## src/paged_mono_framebuffer_blit_refresh_assert.svh

```systemverilog
// Assertion macros for the paged monochrome frame buffer.
// Uses the clk and rst_n names of the including module.
`ifndef PAGED_MONO_FRAMEBUFFER_BLIT_REFRESH_ASSERT_SVH
`define PAGED_MONO_FRAMEBUFFER_BLIT_REFRESH_ASSERT_SVH

// Same-cycle implication, checked outside reset.
`define PMFB_ASSERT_IMPL(lbl, ante, cons, msg) \
  lbl: assert property (@(posedge clk) disable iff (!rst_n) (ante) |-> (cons)) else $error(msg);

// Next-cycle implication, checked outside reset.
`define PMFB_ASSERT_NEXT(lbl, ante, cons, msg) \
  lbl: assert property (@(posedge clk) disable iff (!rst_n) (ante) |=> (cons)) else $error(msg);

`endif

```

## src/pmfb_pkg.sv

```systemverilog
// Shared types and constants for the paged monochrome frame buffer.
// No dependencies; imported by the controller, datapath and top level.
package pmfb_pkg;

  typedef enum logic [1:0] {
    OP_CLEAR   = 2'd0,
    OP_PLOT    = 2'd1,
    OP_GLYPH   = 2'd2,
    OP_REFRESH = 2'd3
  } opcode_t;

  typedef enum logic [2:0] {
    S_CLEAR,
    S_IDLE,
    S_PX_RD,
    S_PX_WR,
    S_RF_OUT
  } ctl_state_t;

  // Controller -> datapath
  typedef struct packed {
    logic load;        // capture the transaction fields
    logic rd_refresh;  // memory read address from the refresh pointer
    logic clr_step;    // write zero at the sweep address, advance
    logic px_wr;       // write back the modified byte, advance pixel
    logic rf_emit;     // register one stream byte, advance refresh pointer
  } cmd_t;

  // Datapath -> controller
  typedef struct packed {
    logic clr_last;
    logic px_last;
    logic glyph_empty;
  } stat_t;

  localparam logic [7:0] CMD_PAGE    = 8'hB0;
  localparam logic [7:0] CMD_COL_HI  = 8'h10;
  localparam logic [7:0] CMD_COL_LO  = 8'h00;
  localparam logic [7:0] LOW_NIBBLE  = 8'h0F;
  localparam int         NARROW_BITS = 8;
  localparam int         CMD_BYTES   = 3;

endpackage

```

## src/pmfb_ctrl.sv

```systemverilog
// Sequencing state machine for the paged monochrome frame buffer.
// Depends on pmfb_pkg (state enum, command and status structs).
module pmfb_ctrl (
  input  logic            clk,
  input  logic            rst_n,
  input  logic            start,
  input  logic [1:0]      opcode,
  input  pmfb_pkg::stat_t stat,
  output logic            busy,
  output pmfb_pkg::cmd_t  cmd
);
  import pmfb_pkg::*;

  ctl_state_t state_r, state_nxt;

  always_ff @(posedge clk) begin
    if (!rst_n) begin
      state_r <= S_CLEAR;  // clearing pass after reset
    end else begin
      state_r <= state_nxt;
    end
  end

  always_comb begin
    state_nxt = state_r;
    unique case (state_r)
      S_CLEAR: begin
        if (stat.clr_last) state_nxt = S_IDLE;
      end
      S_IDLE: begin
        if (start) begin
          unique case (opcode_t'(opcode))
            OP_CLEAR:   state_nxt = S_CLEAR;
            OP_PLOT:    state_nxt = S_PX_RD;
            OP_GLYPH:   state_nxt = stat.glyph_empty ? S_IDLE : S_PX_RD;
            OP_REFRESH: state_nxt = S_RF_OUT;
          endcase
        end
      end
      S_PX_RD:  state_nxt = S_PX_WR;
      S_PX_WR:  state_nxt = stat.px_last ? S_IDLE : S_PX_RD;
      S_RF_OUT: state_nxt = S_IDLE;
      default:  state_nxt = S_IDLE;
    endcase
  end

  always_comb begin
    busy = 1'b1;
    cmd  = '0;
    unique case (state_r)
      S_CLEAR:  cmd.clr_step = 1'b1;
      S_IDLE: begin
        busy           = 1'b0;
        cmd.load       = start;
        cmd.rd_refresh = 1'b1;
      end
      S_PX_RD:  ;
      S_PX_WR:  cmd.px_wr = 1'b1;
      S_RF_OUT: cmd.rf_emit = 1'b1;
      default:  ;
    endcase
  end

endmodule

```

## config.mk

```make
export PLATFORM = sky130hd
export DESIGN_NAME = pmfb_ctrl
export DESIGN_NICKNAME = d
export VERILOG_FILES = /design/src/paged_mono_framebuffer_blit_refresh_assert.svh /design/src/pmfb_pkg.sv /design/src/pmfb_ctrl.sv
export SDC_FILE = /design/constraint.sdc
export NUM_CORES = 1
export LEC_CHECK = 0
export ABC_AREA = 1
export ABC_CLOCK_PERIOD_IN_PS = 1530
export BUFFER_PORTS_ARGS = -buffer_cell sky130_fd_sc_hd__buf_4
export CAP_MARGIN = 20
export CORE_AREA = 5 5 42 44
export CTS_CLUSTER_SIZE = 8
export DETAILED_ROUTE_END_ITERATION = 7
export DIE_AREA = 0 0 47 49
export PLACE_DENSITY = 0.4
export SLEW_MARGIN = 20
export SYNTH_ARGS = -nofsm -noshare
export SYNTH_HDL_FRONTEND = slang
export SYNTH_SLANG_ARGS = --single-unit
export TNS_END_PERCENT = 20
```

## constraint.sdc

```tcl
create_clock -name clk -period 1.53 [get_ports clk]
set_clock_uncertainty 0.2 [all_clocks]
set_input_delay 0.153 -clock clk [delete_from_list [all_inputs] [get_ports clk]]
set_output_delay 0.153 -clock clk [all_outputs]
set_load 0.005 [all_outputs]
```

==> run metrics, run 1 <==
outcome complete, no violations; later-pin clock latency in the skew report between 200 and 250 ps; clk slew on worst S/H paths 30 ps; Area Growth Syn to Fin 63.4%; vias in the first global route between 200 and 300; FF+latch count, synth 3; Final WS setup 79.0 ps; first-pass GRT wire length 1060 um; dominant cell by count in the synthesized netlist nor2_1; Iter 0 DRT Violations 2; required time worst endpoint 1180 ps; max reg flops 3; Clock Tree Root clkbuf_4; total gr overflow 0; htree depth 1; Mapped Area 256 um2; RSZ-0062 raised after global routing false; RePlAce Congestion 0.717; drt drc 0; crit-path cells inv_2, nand2_2, nor2_4, inv_1, nor2_1, buf_4; max_cap viols 0; cell count after synthesis slightly above 40; top cell type's share of synthesized area 0.234; CTS tree built; Via Count between 200 and 300; ANT nets after route 0; Post-synth top cells nor2_1 (9), nand2_1 (8), inv_1 (6); Final Routed Wirelength 640 um; Die ar. 2300 um2; final hold violations 0; min Tclk post-route 1450 ps; clk sinks 3; CP Data Arrival Time 1100 ps; Pleak between 0.0002 and 0.00025 uW; measured slew at the worst slew-check pin around 250 ps; cell area after layout between 400 and 500 um2; worst hold start opcode[0]; post-synth top area cell dfxtp_1; Worst path max stage delay 340 ps; placed cell areas 374 um2; # rows 14; Post-synth top flop dfxtp_1; # fillers 169; initial antenna violation count 0; nets@finish 69; synth top area cells dfxtp_1 (23%), nor2_1 (13%), nand2_1 (12%); startpoint types flip-flop; yosys warns 0; WS Path Type reg2out; Slew Viols, Final 0; reg-to-reg critical path startpoint state_r[2]; gr usage total 0.0647; Bufs on Longest Clock Path 2; Initial Util 0.183; Detailed Place HPWL roughly 550 um; RR Endpoint state_r[1]; Post-synth ARST share 0; Antenna diodes 0; DP Worst Slack 305 ps; maximum vdd drop 281 uV; core area 1400 um2; Top reg by flops state_r; Peak Freq 689 MHz; CTS Buf Count 3; distinct cell type count after synthesis 14; setup violators final 0; drt first pass iters 2; I/O Pins 14; Pwr Density 754 nW/um2; number of vias per cell roughly 3.7; pin count of the biggest net entering global routing 6; share of layout cells above drive strength 1 0.467; Worst Hold End state_r[2]; Slew headroom 0.832; syn_nets approximately 50; Worst Path Max Fanout 4; period utilisation layout 0.948; Regs by FF count state_r (3); wire per inst 8.42 um; utilization after layout 0.299; Pwr Total 316 uW; Crit. End Element output port; Worst Hold Class in2reg; Hold Crit Depth 3; sequential share of the synthesized area 0.234; Avg Cell Area, Syn 6.26 um2; PortBufs 13; R2R depth 8; slowest CP cell dfxtp_2; CP delay by family, top flip-flops; TNS Setup 0 ps; R2R Setup Slk 300 ps; WP buf/inv 3; die height 49 um; Die W 47 um; number of synthesized flops with an enable pin 0
==> placed cells by master (no fill, tap or decap) <==
| master | netlist | final |
|---|---|---|
| inv_1 | 6 | 6 |
| clkbuf_1 | 0 | 1 |
| dfxtp_1 | 3 | 2 |
| dfxtp_2 | 0 | 1 |
| nand3_1 | 2 | 2 |
| dlygate4sd3_1 | 0 | 1 |
| nor2_4 | 2 | 2 |
| nand2_1 | 8 | 8 |
| nor3b_2 | 1 | 1 |
| nand3_2 | 2 | 2 |
| o21ai_0 | 1 | 1 |
| inv_2 | 3 | 3 |
| buf_4 | 0 | 14 |
| nand2_2 | 1 | 1 |
| nor2_1 | 9 | 9 |
| nand3b_1 | 1 | 1 |
| nand4_1 | 1 | 1 |
| clkbuf_4 | 0 | 3 |
| a21oi_2 | 1 | 1 |
==> timing repair <==
item	CTS	global route
resized for setup	0	1
hold endpoints to repair	1	0
setup endpoints to repair	0	1
buffers inserted	0	1
hold buffers	1	0
==> cell families after synthesis <==
kind of cell           Yosys count  synth area share
AOI/OAI and AO/OA                2            0.0536
buffers and inverters            9             0.132
DFF                              3             0.234
and+or+nand+nor                 27             0.581
==> worst min-delay path: cells and delay by family <==
kind / cells / cell delay [ps]
AND/OR/NAND/NOR: 2 / 120
buffers and inverters: 1 / 110
==> how the worst max path moves through the flow <==
stage,startpoint,end,slack [ps],cells past startpoint
6_report,state_r[2],cmd[4],80,6
5_1_grt,state_r[2],cmd[4],4,6
4_1_cts,state_r[2],cmd[4],50,6
3_5_place_dp,state_r[2],cmd[4],310,6
3_3_place_gp,state_r[2],cmd[4],310,6
2_1_floorplan,state_r[2],cmd[4],420,5
==> layout make-up <==
type / instances / area (um2) / area share
Clock buffer: 4 / 26.3 / 0.0627
Inverter: 9 / 33.8 / 0.0806
Multi-Input combinational cell: 29 / 163 / 0.388
Sequential cell: 3 / 61.3 / 0.146
Tap cell: 16 / 20.0 / 0.0478
Timing Repair Buffer: 15 / 115 / 0.275
==> per-stage QoR <==
stage	hold WS, ps	cells
2_1_floorplan	89.6	41
3_3_place_gp	229	70
3_5_place_dp	230	70
4_1_cts	2.50	75
5_1_grt	12.1	76
6_report	1.67	76
==> metal layers <==
metal,up-vias,GRT usage,routed length (um)
met4,0,0.0553,0
met1,108,0.0855,287
met3,0,0.0148,72
li1,162,-,-
met5,-,0,0
met2,11,0.0837,280
==> power by group <==
part | total [uW] | switching, uW | leakage, uW | internal [uW]
registers | 87.6 | 4.83 | 0.0000250 | 82.8
logic | 94.2 | 44.8 | 0.000175 | 49.4
clock network | 134 | 36.6 | 0.0000150 | 97.4
total | 316 | 86.2 | 0.000215 | 230
Note: power is estimated with default switching activity, not from simulation.
==> run 2: changes to the inputs <==
Settings changed: CTS_BUF_LIST from default to sky130_fd_sc_hd__clkbuf_4.
==> run 2 against run 1 <==
Critical path depth is the same. Hold slack better by 0.95 ps. Sequential power about the same. Critical path type unchanged. Critical endpoint unchanged.
==> run metrics, run 2 (synthesis gave the netlist of run 1 again) <==
Die W 47 um; htree depth 1; CTS Buf Count 3; first-pass GRT wire length 1060 um; R2R Setup Slk 300 ps; Sequential Area 61.3 um2; most frequent cells in the layout buf_4 (14), nor2_1 (9), nand2_1 (8), inv_1 (6), clkbuf_4 (4); Top reg by flops state_r; I/O Pins 14; gr usage total 0.0633; nets@finish 69; wire per inst about 8.4 um; CTS tree built; TNS Setup 0 ps; ANT nets after route 0; number of vias per cell 3.67; Internal 247 uW; Final Routed Wirelength 638 um; Pleak 0.000218 uW; global routing met1 resource utilization 0.0855; measured slew at the worst slew-check pin 251 ps; M2 GR Usage 0.0860; Antenna diodes 0; Worst Hold Class in2reg; GR Util met3 0.0148; setup violators final 0; # rows 14; min Tclk post-route 1450 ps; Seq pwr share 0.263; max reg flops 3; period utilisation layout 0.948; Detailed Place HPWL 549 um; final hold violations 0; startpoint types flip-flop; outcome complete, no violations; # fillers 167; required time worst endpoint around 1200 ps; core area 1400 um2; Iter 0 DRT Violations 2; multi-input logic area 163 um2; initial antenna violation count 0; commonest non-fill, non-tap cell in the layout buf_4; NetSw 86.0 uW; Slew Viols, Final 0; RSZ-0062 raised after global routing false; Initial Util 0.183; Clock Tree Root clkbuf_4; drt first pass iters 2; Crit. End Element output port; vias in the first global route 286; CP Data Arrival Time 1100 ps; clk sinks 3; share of layout cells above drive strength 1 0.483; Pwr Density ~790 nW/um2; maximum vdd drop a little under 300 uV; Comb power frac 0.283; Slew headroom 0.832; pin count of the biggest net entering global routing 6; drt drc 0; utilization after layout 0.302; gr busiest metal met2; Peak Freq 690 MHz; later-pin clock latency in the skew report 230 ps; die height 49 um; sw frac 0.258; Die ar. between 2000 and 2500 um2; max_cap viols 0; Bufs on Longest Clock Path 2; Worst Path Max Fanout 4; clk slew on worst S/H paths 30 ps; Regs by FF count state_r (3); PortBufs 13; total gr overflow 0; clock power share 0.455; Area Growth Syn to Fin 64.9%; Via Count 279; WS Path Type reg2out; RePlAce Congestion between 0.7 and 0.8
run 2: cell count changes in the layout (fill, tap and decap cells not counted):
cell | previous run | this run
clkbuf_1 | 1 | 0
clkbuf_4 | 3 | 4
run 2: final cells by class:
cell class / count / area share
flip-flops and latches: 3 / 0.145
multi-input cells: 29 / 0.385
clock buffers: 4 / 0.0710
well taps: 16 / 0.0473
repair buffers: 15 / 0.272
inverters: 9 / 0.0799
run 2: per-layer routing:
| metal | part of all wire | vias to the layer above | routed length [um] |
|---|---|---|---|
| li1 | - | 161 | - |
| met5 | 0 | - | 0 |
| met2 | 0.44 | 11 | 278 |
| met4 | 0 | 0 | 0 |
| met1 | 0.45 | 107 | 286 |
| met3 | 0.11 | 0 | 72 |
run 2: final timing paths:
kind	from	to	cells after the start
worst max-delay path	state_r[2]	cmd[4]	6
worst max register to register	state_r[2]	state_r[1]	8
worst min-delay path	opcode[0]	state_r[2]	3
worst min register to register	state_r[2]	state_r[2]	3
run 2: power groups by stage:
| stage | logic, uW | registers [uW] | clock network [uW] |
|---|---|---|---|
| finish | 94.2 | 87.6 | 152 |
| detailed placement | 88.6 | 88.7 | 0 |
| floorplan | 49.1 | 87.7 | 0 |
| global placement | 89.4 | 89.0 | 0 |
| CTS | 90.8 | 87.5 | 161 |
| global route | 106 | 88.1 | 164 |
run 2: worst max-delay path, cell delays in order, from the launching register on:
cell and delay, ps:
dfxtp_2 340, inv_2 80, nand2_2 70, nor2_4 140, inv_1 60, nor2_1 80
buf_4 110
run 2: what timing repair did:
item	in CTS	in global routing
hold buffers	1	0
endpoints found under the hold margin	1	0
setup buffers	0	1
gates resized for setup	0	1
endpoints found under the setup margin	0	1
run 2: through the flow:
| stage | std cells | setup WS [ps] | power [uW] | cell area, um2 | hold WS [ps] |
|---|---|---|---|---|---|
| final | 76 | 80.0 | 333 | 423 | 2.62 |
| after global routing | 76 | 8.57 | 358 | 423 | 16.6 |
| after CTS | 75 | 55.1 | 339 | 414 | 5.00 |
| after detailed placement | 70 | 305 | 177 | 374 | 230 |
| after global placement | 70 | 305 | 178 | 374 | 229 |
| after floorplan | 41 | 418 | 137 | 256 | 89.6 |
==> run 3: changes to the inputs <==
Settings changed: CELL_PAD_IN_SITES_DETAIL_PLACEMENT from default to 1, CELL_PAD_IN_SITES_GLOBAL_PLACEMENT from default to 1, PLACE_DENSITY 0.4 to 0.56.
==> run 3 against run 2 <==
Via count rose by 14%. Hold slack better by 11 ps. Power grew 2.3%. Die area is the same. Wire length rose by 14%. Sequential power increased by 2%. Flip-flop and latch count unchanged. Sequential share of layout area down 0.41 points. Non-clock buffer count up 2. Maximum frequency decreased by 0.53%. Critical path type unchanged. Largest power group unchanged. Highest routed layer unchanged.
==> run metrics, run 3 (synthesis gave the netlist of run 1 again) <==
outcome complete, no violations; vias in the first global route 297; NetSw 90.2 uW; slowest CP cell dfxtp_2; Regs by FF count state_r (3); maximum vdd drop 339 uV; ANT nets after route 0; RePlAce Congestion 0.753; WS Path Type reg2out; final hold violations 0; core area 1400 um2; measured slew at the worst slew-check pin 273 ps; Die ar. 2300 um2; placed cell areas 374 um2; Slew headroom 0.818; # rows 14; multi-input logic area 165 um2; commonest non-fill, non-tap cell in the layout buf_4; Pwr Total 341 uW; Internal 251 uW; Slew Viols, Final 0; most frequent cells in the layout buf_4 (15), nor2_1 (8), nand2_1 (8), inv_1 (6), clkbuf_4 (4); die height 49 um; Seq pwr share 0.261; period utilisation layout 0.953; number of vias per cell 4.06; Via Count 317; max_cap viols 0; drt drc 0; Worst Hold Class in2reg; sw frac 0.265; wire per inst 9.33 um; CTS tree built; Worst path max stage delay 340 ps; Initial Util 0.183; CTS Buf Count 3; later-pin clock latency in the skew report 230 ps; PortBufs 13; Antenna diodes 0; pin count of the biggest net entering global routing 6; nets@finish 71; Clock Tree Root clkbuf_4; drt first pass iters 2; Die W 47 um; htree depth 1; R2R Setup Slk 370 ps; Crit. End Element output port; required time worst endpoint around 1200 ps; Bufs on Longest Clock Path 2; min Tclk post-route 1460 ps; Iter 0 DRT Violations 1; first-pass GRT wire length 1180 um; # fillers 194; crit-path cells inv_2, nand2_2, nor2_4, inv_1, nor2_1, buf_4; Final Routed Wirelength 728 um; cell area after layout 444 um2; initial antenna violation count 0; Pwr Density between 700 and 800 nW/um2; Pleak between 0.0002 and 0.00025 uW; Worst Path Max Fanout 4; startpoint types flip-flop; Detailed Place HPWL 624 um; clock power share 0.448; share of layout cells above drive strength 1 0.516; Peak Freq slightly below 700 MHz; I/O Pins 14; gr usage total 0.0739; Comb power frac 0.291; Area Growth Syn to Fin 73.2%; max reg flops 3; setup violators final 0; Sequential Area ~63 um2; clk slew on worst S/H paths 40 ps; CP Data Arrival Time 1100 ps; total gr overflow 0; Top reg by flops state_r; clk sinks 3
run 3: cell count changes in the layout (fill, tap and decap cells not counted), sizes merged:
cell         before  now
dlygate4sd3       1    2
buf              14   15
run 3: metal layers:
layer / up-vias / global-route usage / routed length (um)
met3: 0 / 0.0332 / 47
met5: - / 0 / 0
met4: 0 / 0.0553 / 0
met1: 141 / 0.0768 / 300
met2: 9 / 0.111 / 380
li1: 167 / - / -
run 3: repair_timing:
item,CTS,global route
endpoints found under the setup margin,0,2
hold buffers,1,1
hold endpoints to repair,1,1
setup buffers,0,2
gates resized for setup,0,3
run 3: path summary, 6_finish.rpt:
path              start         end  cells past startpoint
max          state_r[2]      cmd[4]                      6
min           opcode[1]  state_r[2]                      2
max reg2reg  state_r[1]  state_r[2]                      4
min reg2reg  state_r[2]  state_r[2]                      3
run 3: layout make-up:
class,count,share of cell area
clock buffer,4,0.0676
inverter,9,0.0761
multi-input combinational,29,0.372
sequential,3,0.141
tap,16,0.0451
timing repair buffer,17,0.299
run 3: critical path, delay by kind of cell (launching register included):
family	cells	cell delay [ps]
simple gates	3	290
buf+inv	3	250
flops	1	340
run 3: stage by stage:
stage,worst slack [ps],TNS (ps),utilization,hold WS [ps],cells
final,72.2,0,0.317,13.7,78
after detailed placement,278,0,0.267,230,70
after CTS,25.1,0,0.296,0.292,75
after global placement,310,0,0.267,232,70
after floorplan,418,0,-,89.6,41
after global routing,-27.5,-27.5,0.317,20.0,78
run 3: power groups by stage:
stage                     Sequential, uW  Combinational (uW)  Clock (uW)
final                               89.0                99.1         153
after global routing                89.4                 111         178
after CTS                           87.8                93.3         161
after detailed placement            89.0                91.1           0
after global placement              89.0                89.6           0
after floorplan                     87.7                49.1           0
